<file path="config.mk">
export PLATFORM = sky130hd
export DESIGN_NAME = vssp_queue
export DESIGN_NICKNAME = d
export VERILOG_FILES = /design/src/vssp_queue.sv
export SDC_FILE = /design/constraint.sdc
export NUM_CORES = 1
export LEC_CHECK = 0
export BUFFER_PORTS_ARGS = -buffer_cell sky130_fd_sc_hd__clkbuf_2
export CAP_MARGIN = 20
export CORE_AREA = 8 8 70 72
export CTS_BUF_LIST = sky130_fd_sc_hd__clkbuf_4 sky130_fd_sc_hd__clkbuf_8
export DETAILED_ROUTE_END_ITERATION = 7
export DIE_AREA = 0 0 78 80
export GPL_ROUTABILITY_DRIVEN = 0
export GPL_TIMING_DRIVEN = 0
export HOLD_SLACK_MARGIN = 0.03
export PLACE_DENSITY_LB_ADDON = 0.3
export SYNTH_ARGS = -nofsm -noshare
export SYNTH_HDL_FRONTEND = slang
export SYNTH_SLANG_ARGS = --single-unit
</file>
<file path="constraint.sdc">
create_clock -name clk -period 2.7 [get_ports clk]
set_input_delay 0.54 -clock clk [delete_from_list [all_inputs] [get_ports clk]]
set_output_delay 0.54 -clock clk [all_outputs]
set_load 0.01 [all_outputs]
</file>
<file path="src/vssp_queue.sv">
// ============================================================================
// vssp_queue
// Small register FIFO between the front and back ends.
// ============================================================================
module vssp_queue #(
    parameter int WIDTH = 8,
    parameter int DEPTH = 4
) (
    input  logic                       clk,
    input  logic                       rst_n,
    input  logic                       push,
    input  logic [WIDTH-1:0]           din,
    input  logic                       pop,
    output logic [WIDTH-1:0]           dout,
    output logic                       empty,
    output logic [$clog2(DEPTH+1)-1:0] count
);

    localparam int PTR_W = $clog2(DEPTH);
    localparam int CNT_W = $clog2(DEPTH + 1);

    logic [WIDTH-1:0] mem_reg [DEPTH];
    logic [PTR_W-1:0] wr_ptr_reg, wr_ptr_next;
    logic [PTR_W-1:0] rd_ptr_reg, rd_ptr_next;
    logic [CNT_W-1:0] count_reg, count_next;
    logic             do_pop;

    assign do_pop = pop && (count_reg != '0);

    always_comb
    begin
        wr_ptr_next = wr_ptr_reg;
        rd_ptr_next = rd_ptr_reg;
        count_next  = count_reg;
        if (push)
        begin
            wr_ptr_next = (wr_ptr_reg == PTR_W'(DEPTH-1)) ? '0 : wr_ptr_reg + PTR_W'(1);
        end
        if (do_pop)
        begin
            rd_ptr_next = (rd_ptr_reg == PTR_W'(DEPTH-1)) ? '0 : rd_ptr_reg + PTR_W'(1);
        end
        if (push && !do_pop)
        begin
            count_next = count_reg + CNT_W'(1);
        end
        else if (!push && do_pop)
        begin
            count_next = count_reg - CNT_W'(1);
        end
    end

    always_ff @(posedge clk or negedge rst_n)
    begin
        if (!rst_n)
        begin
            wr_ptr_reg <= '0;
            rd_ptr_reg <= '0;
            count_reg  <= '0;
        end
        else
        begin
            wr_ptr_reg <= wr_ptr_next;
            rd_ptr_reg <= rd_ptr_next;
            count_reg  <= count_next;
        end
    end

    always_ff @(posedge clk)
    begin
        if (push)
        begin
            mem_reg[wr_ptr_reg] <= din;
        end
    end

    assign dout  = mem_reg[rd_ptr_reg];
    assign empty = (count_reg == '0);
    assign count = count_reg;

endmodule

</file>
; ---- Word-level counts from Yosys, hierarchy flattened
; Memories as Yosys holds them, arrays and structs flattened.
; Cells that the tools add are included.
; W data, S select, Z words.
[totals]
in_bits = 12
mem_count = 1
output_inout_bits = 12
reg_bits = 7
ram_bits = 32
word_cells = 24
[memory_table]
columns = name, depth, width, read_ports, rd_clocked_by_memory_dff, wr, line
row1 = mem_reg, 4, 8, 1, 0, 1, 22  ; logic [WIDTH-1:0] mem_reg [DEPTH];
[op_classes]
addsub = 4
n_eq_ne = 2
n_reduce_logical = 8
n_mux = 6
[ops]
columns = op, count
row1 = $mux W3, 2
row2 = $add A2 B1 Y2 const B, 2
row3 = $eq A2 B2 Y1 const B, 2
row4 = $mux W2, 2
row5 = $add A3 B1 Y3 const B, 1
row6 = $logic_and A1 B1 Y1, 3
row7 = $logic_not A3 Y1, 1
row8 = $reduce_bool A3 Y1, 1
row9 = $sub A3 B1 Y3 const B, 1
row10 = $logic_not A1 Y1, 2
row11 = $mux W1, 2
row12 = $reduce_bool A2 Y1, 1

; ---- Logic depth before layout (Yosys ltp)
[depth]
depth_word = 5
ltp_mapped = 7
depth_no_buf = 7

; ---- Worst setup path before layout
; OpenSTA, ideal clock, no wires.
[synth_timing]
path_kind = reg-to-reg
startpoint = reg count_reg[0], in the netlist count[0]
endpoint = reg count_reg[2], in the netlist count[2]
n_path_buf = 0
arrival_time_ps = 1839
synth_period_minus_slack_ps = 1918
t_required_ps = 2621
setup_slack_ps = 782
setup_time_ps = 79
stages_incl_launch_ff = 8
cell_sequence = dfrtp_1 -> o31ai_4 -> ha_1 -> inv_1 -> fa_1 -> xor2_1 -> nor2_1 -> xor2_1
[synth_via]
elab_chain_cells = 5
word_cells_on_any_way = 10
classes_between = add/sub (2) / mux (2) / reduce/logical (6)
[synth_lines]
columns = item, line
row1 = start: declaration, 25  ; logic [CNT_W-1:0] count_reg, count_next;
row2 = start signal: assignment, 65  ; count_reg <= count_next;
row3 = "parallel branches: the longest is 5 deep, another holds $sub A3 B1 Y3", -
; Several ways; the timed one is not identified. The select of a mux whose other input is x is not followed.
; A chain may end at the register's enable or synchronous reset.

; ---- Worst setup path after layout
[layout_timing]
startpoint = reg rd_ptr_reg[0]
endpoint = out dout[6]
[layout_via]
elab_chain_cells = 1
[layout_lines]
columns = item, line
row1 = start: declaration, 24  ; logic [PTR_W-1:0] rd_ptr_reg, rd_ptr_next;
row2 = start signal: assignment, 64  ; rd_ptr_reg <= rd_ptr_next;
row3 = $mem_v2 Z4 W8, -
row4 = end: declaration, 14  ; output logic [WIDTH-1:0] dout,
; Every way passes these cells.

==> flow_metrics.py <==
metrics = {
    "critical_path": {
        "cp.required_ns": 2.16,
        "timing.rr.start": "count[0]",
        "crit_fanout": 10,
        "worstSetupPathType": "flop to output port",
        "worstReg2RegEnd": "count[2]",
        "rr_worst_depth": 7,
        "cp.arrival_ns": 1.52,
        "startpoint": "rd_ptr_reg[0]",
        "startpoint_type": "flop",
        "cp-end-kind": "output port",
        "r2r_slack_ns": 0.70,
    },
    "global_route": {
        "grt_pass1_vias": 825,
        "grt_overflow": 0,
        "antenna_found_initial": 0,
        "grt_max_degree": 13,
        "grt_pass1_wl_um": 4040,
        "grtUsageTotal_pct": 9.13,
    },
    "detailed_routing": {
        "viasPerCell": 4.77,
        "wl_per_cell_um": 16.1,
        "drc": 0,
        "wl_um": 2560,
        "first_iter_violations": 84,
        "vias": 758,
        "ant_nets": 0,
        "firstDrtPassIters": 4,
    },
    "clocking": {
        "postCtsHoldBufs": 0,
        "cts.sinks": 39,
        "cts_buffers": 5,
        "cts_tree": "done",
        "clkTransAtPathRegs_ns": 0.07,
        "htreeDepth": 2,
        "max-clock-path-buffers": 2,
        "ctsResizeCount": 0,
        "cts_setup_buffers": 0,
        "clock_tree.root_cell": "clkbuf_8",
        "insertion_delay_ns": 0.28,
    },
    "min_path": {
        "hold_path.class": "input pin to asynchronous set/reset pin",
    },
    "yosys": {
        "syn_nets": 97,
        "synth_area_um2": 1580,
        "postSynthCellCount": 78,
        "synth_seq_area_share_pct": 71.8,
        "synthTopCellsByArea": "edfxtp_1 (61%), mux4_2 (11%), dfrtp_1 (11%)",
        "synth.avg_cell_area_um2": 20.3,
        "ys_warn_count": 0,
        "yosysTopAreaCellShare_pct": 60.8,
        "synthArstFlopShare_pct": 17.9,
        "yosysTopAreaCell": "edfxtp_1",
        "yosysMostFrequentCell": "edfxtp_1",
        "ys_top_cells_by_count": "edfxtp_1 (32), mux4_2 (8), dfrtp_1 (7), ha_1 (6), and2_1 (4)",
        "ys.flop_type": "edfxtp_1",
        "yosys_register_bits": 39,
        "synth_edf_count": 32,
        "synth_cell_types": 19,
    },
    "sta": {
        "fmax_mhz": 486,
        "drv_slew": 0,
        "slew-limit-headroom_pct": 70.3,
        "grt_setup_unrepaired": "false",
        "period_needed_ns": 2.06,
        "hold_viol_final": 0,
        "finalSetupViolations": 0,
        "fin_skew_ns": 0.00202,
        "worst_pin_slew_ns": 0.446,
        "tns_ns": 0,
        "fin_crit_sh_pct": 76.1,
    },
    "floorplanning": {
        "ios": 24,
        "fp.dieW_um": 78,
        "initial_core_util_pct": 41.0,
        "die-area_um2": 6240,
        "coreArea_um2": 3860,
        "die_h_um": 80,
        "rows": 23,
    },
    "finish": {
        "largest_reg_flops": 32,
        "area_growth_pct": 18.7,
        "num-fill-cells": 349,
        "drive_gt1_share_pct": 41.3,
        "layout.nets": 127,
        "diodes": 0,
    },
    "power": {
        "p_per_area_nw_per_um2": 1060,
        "power.total_mw": 2.00,
        "power.leakage_nw": 0.718,
        "ir_drop_v": 0.000447,
    },
    "flow_run": {
        "maxCapViolCount": 0,
    },
    "placement": {
        "io_buffers": 23,
        "dp_hpwl_um": 1780,
    },
    "outcome": {
        "outcome": "complete, no violations",
    },
}
## layout by cell type, fill, tap and decap left out, types with 3 or more instances in the layout
cell / instances
dfrtp_1: 7
clkbuf_8: 6
and2_1: 4
clkbuf_2: 24
edfxtp_1: 32
inv_1: 3
mux4_2: 8
ha_1: 6
## worst max-delay path by stage
stage / end / cells past startpoint / slack [ns]
2_1_floorplan: count[2] / 7 / 0.78
3_3_place_gp: count[2] / 7 / 0.73
3_5_place_dp: count[2] / 7 / 0.68
4_1_cts: dout[6] / 3 / 0.60
5_1_grt: count[2] / 7 / 0.56
6_report: dout[6] / 3 / 0.64
## report_power, final
part,leakage [nW],total [mW],internal (mW),switching (mW)
clock,0.0612,0.489,0.299,0.190
sequential,0.377,0.875,0.793,0.0823
combinational,0.279,0.634,0.317,0.317
## stage by stage
step                std cells  hold slack [ns]  instance area, um2  setup slack [ns]  utilization [%]
floorplan                  78            0.244                1580             0.782                -
global placement          151            0.385                1760             0.732             45.6
detailed placement        151            0.387                1760             0.678             45.6
CTS                       159           0.0689                1880             0.602             48.7
global route              159           0.0794                1880             0.557             48.7
finish                    159           0.0799                1880             0.644             48.7
## layer usage
| layer | part of all wire, % | GRT usage, % | vias up | wire length [um] |
|---|---|---|---|---|
| li1 | - | - | 359 | - |
| met1 | 40 | 9.45 | 376 | 1030 |
| met2 | 52 | 14.7 | 16 | 1320 |
| met3 | 5.0 | 3.83 | 7 | 129 |
| met4 | 2.9 | 6.67 | 0 | 73 |
| met5 | 0 | 0 | - | 0 |
## final cells by class
cell class / count / area [um2] / area share (%)
Inverter: 3 / 11.3 / 0.600
Sequential cell: 39 / 1140 / 60.5
Buffer: 2 / 16.3 / 0.867
Multi-Input combinational cell: 34 / 418 / 22.3
Clock buffer: 6 / 82.6 / 4.40
Timing Repair Buffer: 23 / 115 / 6.13
Tap cell: 50 / 62.6 / 3.33
Clock inverter: 2 / 35.0 / 1.87
## critical path: stages (launching register included)
cell and delay [ns]:
dfrtp_1 0.37, buf_6 0.19, mux4_2 0.52, clkbuf_2 0.14
## cells by family (layout without fill, tap and decap cells)
family,after synthesis,in the layout,synth area share [%]
multiplexers,10,10,13.1
adder cells (fa/ha/maj),7,7,6.01
AO/OA/AOI/OAI,4,4,2.53
AND/OR/NAND/NOR,10,10,3.16
XOR/XNOR,3,3,1.66
flip-flops,39,39,71.8
buffers and inverters,5,36,1.74
Power figures use the tool's default switching activity.
