## src/vssp_pkg.sv

```systemverilog
// ============================================================================
// vssp_pkg
// Shared types and constants for the variable speed sample player.
// ============================================================================
package vssp_pkg;

    // Request codes carried by req_type
    localparam logic [2:0] REQ_LOAD  = 3'd0;
    localparam logic [2:0] REQ_TICK  = 3'd1;
    localparam logic [2:0] REQ_PLAY  = 3'd2;
    localparam logic [2:0] REQ_STOP  = 3'd3;
    localparam logic [2:0] REQ_PAUSE = 3'd4;

    // Configuration register indexes
    localparam logic [1:0] CFG_SPEED = 2'd0;
    localparam logic [1:0] CFG_LOOP  = 2'd1;
    localparam logic [1:0] CFG_COUNT = 2'd2;

    localparam int SPEED_W   = 21;
    localparam int COUNT_W   = 17;
    localparam int SAMPLE_W  = 16;
    localparam int ADDR_IN_W = 16;

    localparam logic signed [SPEED_W-1:0] SPEED_RESET = 21'sd65536;

    typedef struct packed {
        logic signed [SPEED_W-1:0] speed;
        logic                      loop_en;
        logic [COUNT_W-1:0]        count;
    } vssp_cfg_t;

    // Per-item status handed from the front end to the back end
    typedef struct packed {
        logic audible;   // tick that produces an interpolated sample
        logic playing;   // playing flag after the item
        logic looped;    // tick wrapped the position
    } vssp_flags_t;

endpackage

```

## src/vssp_back.sv

```systemverilog
// ============================================================================
// vssp_back
// Back end: linear interpolation (a registered multiply stage, then rounding
// into the output register).
// ============================================================================
module vssp_back #(
    parameter int FRAC_BITS = 16
) (
    input  logic                           clk,
    input  logic                           rst_n,
    input  logic                           q_empty,
    output logic                           q_pop,
    input  logic [FRAC_BITS-1:0]           frac,
    input  logic [vssp_pkg::SAMPLE_W-1:0]  a,
    input  logic [vssp_pkg::SAMPLE_W-1:0]  b,
    input  vssp_pkg::vssp_flags_t          flags,
    output logic                           out_valid,
    input  logic                           out_ready,
    output logic [vssp_pkg::SAMPLE_W-1:0]  sample_out,
    output logic                           playing,
    output logic                           looped
);

    localparam int SW     = vssp_pkg::SAMPLE_W;
    localparam int PROD_W = SW + FRAC_BITS + 2;
    localparam int RES_W  = PROD_W - FRAC_BITS;

    logic                     p_valid_reg;
    logic signed [PROD_W-1:0] prod_reg;
    logic [SW-1:0]            p_a_reg;
    vssp_pkg::vssp_flags_t    p_flags_reg;

    logic                     o_valid_reg;
    logic [SW-1:0]            o_sample_reg;
    logic                     o_playing_reg;
    logic                     o_looped_reg;

    logic                     adv_o, adv_p;
    logic signed [SW:0]       diff;
    logic signed [PROD_W-1:0] diff_ext, frac_ext, prod;
    logic signed [PROD_W-1:0] rounded;
    logic signed [RES_W-1:0]  res;

    assign adv_o = !o_valid_reg || out_ready;
    assign adv_p = !p_valid_reg || adv_o;
    assign q_pop = !q_empty && adv_p;

    // (b - a) * frac, registered before the rounding add
    assign diff     = $signed({b[SW-1], b}) - $signed({a[SW-1], a});
    assign diff_ext = $signed({{(PROD_W-SW-1){diff[SW]}}, diff});
    assign frac_ext = $signed({{(PROD_W-FRAC_BITS){1'b0}}, frac});
    assign prod     = diff_ext * frac_ext;

    // round half up, floor shift, add the base sample
    assign rounded = prod_reg + $signed({{(PROD_W-FRAC_BITS){1'b0}}, 1'b1,
                                         {(FRAC_BITS-1){1'b0}}});
    assign res     = rounded[PROD_W-1:FRAC_BITS]
                     + $signed({{(RES_W-SW){p_a_reg[SW-1]}}, p_a_reg});

    always_ff @(posedge clk or negedge rst_n)
    begin
        if (!rst_n)
        begin
            p_valid_reg <= 1'b0;
            o_valid_reg <= 1'b0;
        end
        else
        begin
            if (adv_p)
            begin
                p_valid_reg <= q_pop;
            end
            if (adv_o)
            begin
                o_valid_reg <= p_valid_reg;
            end
        end
    end

    always_ff @(posedge clk)
    begin
        if (q_pop)
        begin
            prod_reg    <= prod;
            p_a_reg     <= a;
            p_flags_reg <= flags;
        end
        if (adv_o && p_valid_reg)
        begin
            o_sample_reg  <= p_flags_reg.audible ? res[SW-1:0] : '0;
            o_playing_reg <= p_flags_reg.playing;
            o_looped_reg  <= p_flags_reg.looped;
        end
    end

    assign out_valid  = o_valid_reg;
    assign sample_out = o_sample_reg;
    assign playing    = o_playing_reg;
    assign looped     = o_looped_reg;

endmodule

```

## config.mk

```make
export PLATFORM = sky130hd
export DESIGN_NAME = vssp_back
export DESIGN_NICKNAME = d
export VERILOG_FILES = /design/src/vssp_pkg.sv /design/src/vssp_back.sv
export SDC_FILE = /design/constraint.sdc
export NUM_CORES = 1
export LEC_CHECK = 0
export BUFFER_PORTS_ARGS = -buffer_cell sky130_fd_sc_hd__buf_2
export CAP_MARGIN = 20
export CORE_MARGIN = 8
export CORE_UTILIZATION = 55
export CTS_BUF_LIST = sky130_fd_sc_hd__clkbuf_4 sky130_fd_sc_hd__clkbuf_8 sky130_fd_sc_hd__clkbuf_16
export DETAILED_ROUTE_END_ITERATION = 12
export PLACE_DENSITY = 0.73
export RECOVER_POWER = 50
export SKIP_CTS_REPAIR_TIMING = 1
export SLEW_MARGIN = 10
export SYNTH_ARGS = -nofsm -noshare
export SYNTH_HDL_FRONTEND = slang
export SYNTH_SLANG_ARGS = --single-unit
```

## constraint.sdc

```tcl
create_clock -name clk -period 3.75 [get_ports clk]
set_input_delay 0.375 -clock clk [delete_from_list [all_inputs] [get_ports clk]]
set_output_delay 0.375 -clock clk [all_outputs]
set_load 0.01 [all_outputs]
```

**After elaboration in Yosys (flattened, before gate mapping)**

Cells that the tools add are included.

- Logic and storage cells: 21
- Register bits after elaboration: 71
- Output and inout port bits: 20

- Multiply operators: 1
- Add/sub/neg operators: 3
- Reductions and logical operators: 7

Operators with widths:

| kind | count |
|---|---|
| 32-bit by 17-bit adder with 32-bit output (second input constant) | 1 |
| 17-bit by 17-bit multiplier with 32-bit output | 1 |
| 16-bit by 16-bit subtractor with 17-bit output | 1 |
| 16-bit adder | 1 |
| 1-bit logical NOT | 3 |
| 1-bit logical AND | 2 |
| 1-bit logical OR | 2 |

**Depth between registers and ports, before layout**

- Depth after elaboration: 4
- Mapped depth: 32

**Least setup slack after synthesis**

No wires, ideal clock.

- Kind: input to register
- Start: in a[1] (netlist name)
- End: reg prod_reg[27], data pin
- Slack: -3588 ps
- Stages: 30
- Required time: 3491 ps
- Data arrival time: 7079 ps
- Cells stage by stage: inv_1 ha_1 nor2b_1 o21ai_2 a21boi_2 o211ai_1 a211o_1 and3_1 clkbuf_2 nor2_1 buf_2 o311ai_0 fa_1 inv_1 fa_1 fa_1 inv_1 fa_1 fa_1 inv_1 fa_1 inv_1 ha_1 a21o_1 a221oi_1 o31a_1 a211oi_1 o21a_1 a21oi_2 xnor2_1

- Longest elaborated chain between the ends: 2

Ends and longest elaborated chain:

| element | line | source |
|---|---|---|
| from (decl) | vssp_back.sv:14 | `input logic [vssp_pkg::SAMPLE_W-1:0] a,` |
| 16-bit by 16-bit subtractor with 17-bit output | vssp_back.sv:49 | `assign diff = $signed({b[SW-1], b}) - $signed({a[SW-1], a});` |
| 17-bit by 17-bit multiplier with 32-bit output | vssp_back.sv:52 | `assign prod = diff_ext * frac_ext;` |
| via prod[27] | vssp_back.sv:40 | `logic signed [PROD_W-1:0] diff_ext, frac_ext, prod;` |
| to (signal assigned) | vssp_back.sv:84 | `prod_reg <= prod;` |
| to (decl) | vssp_back.sv:29 | `logic signed [PROD_W-1:0] prod_reg;` |

The timed path passes the listed nets, and every way through them passes these cells.
A chain may end at the register's enable or synchronous reset.

**Final worst setup path**

- Start: in b[0] (netlist name)
- End: reg prod_reg[27], data pin

- Longest elaborated chain between the ends: 2

Ends and longest elaborated chain:

| element | line | source |
|---|---|---|
| from (decl) | vssp_back.sv:15 | `input logic [vssp_pkg::SAMPLE_W-1:0] b,` |
| 16-bit by 16-bit subtractor with 17-bit output | vssp_back.sv:49 |  |
| 17-bit by 17-bit multiplier with 32-bit output | vssp_back.sv:52 |  |
| via prod[27] | vssp_back.sv:40 |  |

The timed path passes the listed nets, and every way through them passes these cells.

==> reports/metrics.cfg <==
[timing]
fmax_mhz=137
period_minus_slack_ns=7.28
setup_slack_ns=-3.53
timing.final.crit_share_pct=194
maxSlewHeadroom_pct=-33.3
setup_viol=17
maxSlewViolCount=38
fin_worst_skew_ns=0.0120
rsz0062_at_grt=yes
worst_pin_slew_ns=2.00
hold_viol_final=0
setup_tns_ns=-55.98

[logic_synthesis]
yosysSeqAreaShare_pct=11.8
yosys_warnings=0
synth-main-ff-cell=edfxtp_1
synth_top_family_by_area=adder cells
synth_fa_ha_area_share_pct=47.0
synth-seq-cells=56
yosysUniqueCellTypes=56
synth_mux_area_share_pct=1.54
synthesis.nets=2002
yosys.area_share.simple_pct=16.5
synthArstFlopShare_pct=3.57
synthesis.instances=1570
synth_xor_area_share_pct=4.62
synth-edff-count=54
synth_compound_area_share_pct=7.28
syn_area_per_cell_um2=9.06
synthesis.area_um2=14200

[layout]
area_growth_pct=23.3
largest_register_ffs=17
drive_gt1_share_pct=22.8
mostFrequentLayoutCells=inv_1, fa_1, buf_4
nNetsFinal=2280
diodes=0
nFillCells=2004
final_common_cell=inv_1

[floorplan]
ios=75
die_h_um=177
core_area_um2=25700
start_util_pct=55.3
die_area_um2=31300
die_w_um=177
std_cell_rows=59

[routing]
via_per_inst=5.25
vias=11457
antenna_left=0
firstDrtPassIters=5
drt-wirelength-per-cell_um=16.7
drt-total-wl_mm=36.5
drt_iter0_drc=642
drc=0

[critical_path]
worstPathRequired_ns=3.79
crit_path_frequent_cell=fa_1
critPathBufInv=9
cp-end-kind=flip-flop
crit_family=adder cells
cp_slowest_cell=fa_1
crit_fanout=7
critical_path.max_stage_delay_ns=0.55
worstSetupPathType=in -> reg
cp.arrival_ns=7.33
cp-start-kind=primary input

[global_routing]
grt_first_pass_wirelength_mm=60.5
antenna_found_initial=0
grt_pass1_vias=12743
track_usage_pct=24.1
gr-total-overflow=0
grt_max_degree=38

[clock_tree]
htreeDepth=2
path_clk_slew_ns=0.08
cts_inserted_buffers=5
cts-root-buf=clkbuf_16
cts_buffer_depth=2
cts_sinks=56
insertion_delay_ns=0.30
cts_tree=done

[status]
outcome=complete, but fails checks
violations=capacitance limit, slew limit, setup timing

[placement]
place_congestion=0.918
portBuffers=74
hpwl_mm=31.2

[job]
cap_violations=1

[min_path]
worstHoldPathType=in -> reg

## layer usage
metal  vias up  track usage, %  wire length, um
met3        90            2.20             1320
met2       308            44.7            19200
met4         0            8.93             1450
met5         -               0                0
met1      5692            28.4            14500
li1       5367               -                -
## worst paths after layout
path / start / to / slack (ns) / depth (start not counted)
max in group asynchronous: rst_n / p_valid_reg / 3.24 / 2
worst max register to register: prod_reg[17] / sample_out[15] / 0.28 / 13
worst max-delay path: b[0] / prod_reg[27] / -3.53 / 31
min in group asynchronous: rst_n / out_valid / 0.38 / 2
worst min register to register: p_flags_reg[0] / looped / 0.43 / 0
worst min-delay path: flags[0] / p_flags_reg[0] / 0.25 / 1
## logic make-up (layout without fill, tap and decap cells)
group / after synthesis / count (layout)
buffers and inverters: 426 / 705
AOI/OAI and AO/OA: 152 / 152
muxes: 20 / 20
DFF: 56 / 56
adders and majority gates: 377 / 377
xor gates and xnor gates: 75 / 75
and+or+nand+nor: 464 / 464
## final cells by class
class | instances | area, um2 | share of cell area (%)
Sequential cell | 56 | 1670 | 9.53
Clock inverter | 3 | 68.8 | 0.393
Inverter | 360 | 1370 | 7.81
Clock buffer | 5 | 125 | 0.714
Multi-Input combinational cell | 1088 | 11400 | 65.0
Tap cell | 335 | 419 | 2.39
Timing Repair Buffer | 337 | 2480 | 14.2
## stage by stage
step	area, um2	hold slack [ns]	util (%)	cells	worst slack (ns)
floorplan	14500	0.0794	-	1570	-3.27
global placement	17000	0.159	66.3	2165	-3.88
detailed placement	17000	0.162	66.3	2165	-3.99
CTS	17200	-0.160	67.1	2173	-3.71
global route	17500	0.237	68.2	2184	-3.86
finish	17500	0.248	68.2	2184	-3.53
## synth_stat cells, types with 5 or more instances
cell	instances	area share (%)
and2_1	113	5.0
nand2b_1	31	1.4
xor2_1	19	1.2
edfxtp_1	54	11
and3_1	9	0.40
nand4_1	9	0.40
a21o_1	13	0.69
clkbuf_1	56	1.5
o21a_1	8	0.42
o311ai_0	5	0.31
mux2_2	7	0.55
mux2i_1	11	0.77
nor2b_1	35	1.5
a211oi_1	10	0.53
xnor2_1	56	3.4
o21ai_0	31	1.1
nand3_1	16	0.56
inv_1	360	9.5
a21oi_1	35	1.2
a31oi_1	12	0.53
nand2_1	185	4.9
a311oi_1	9	0.55
fa_1	261	37
nor2_1	35	0.92
nor3_1	9	0.32
nor3b_1	8	0.42
ha_1	116	10
Power is not shown: default switching activity piles up to over one toggle a cycle in this logic, so the estimate is an artifact.
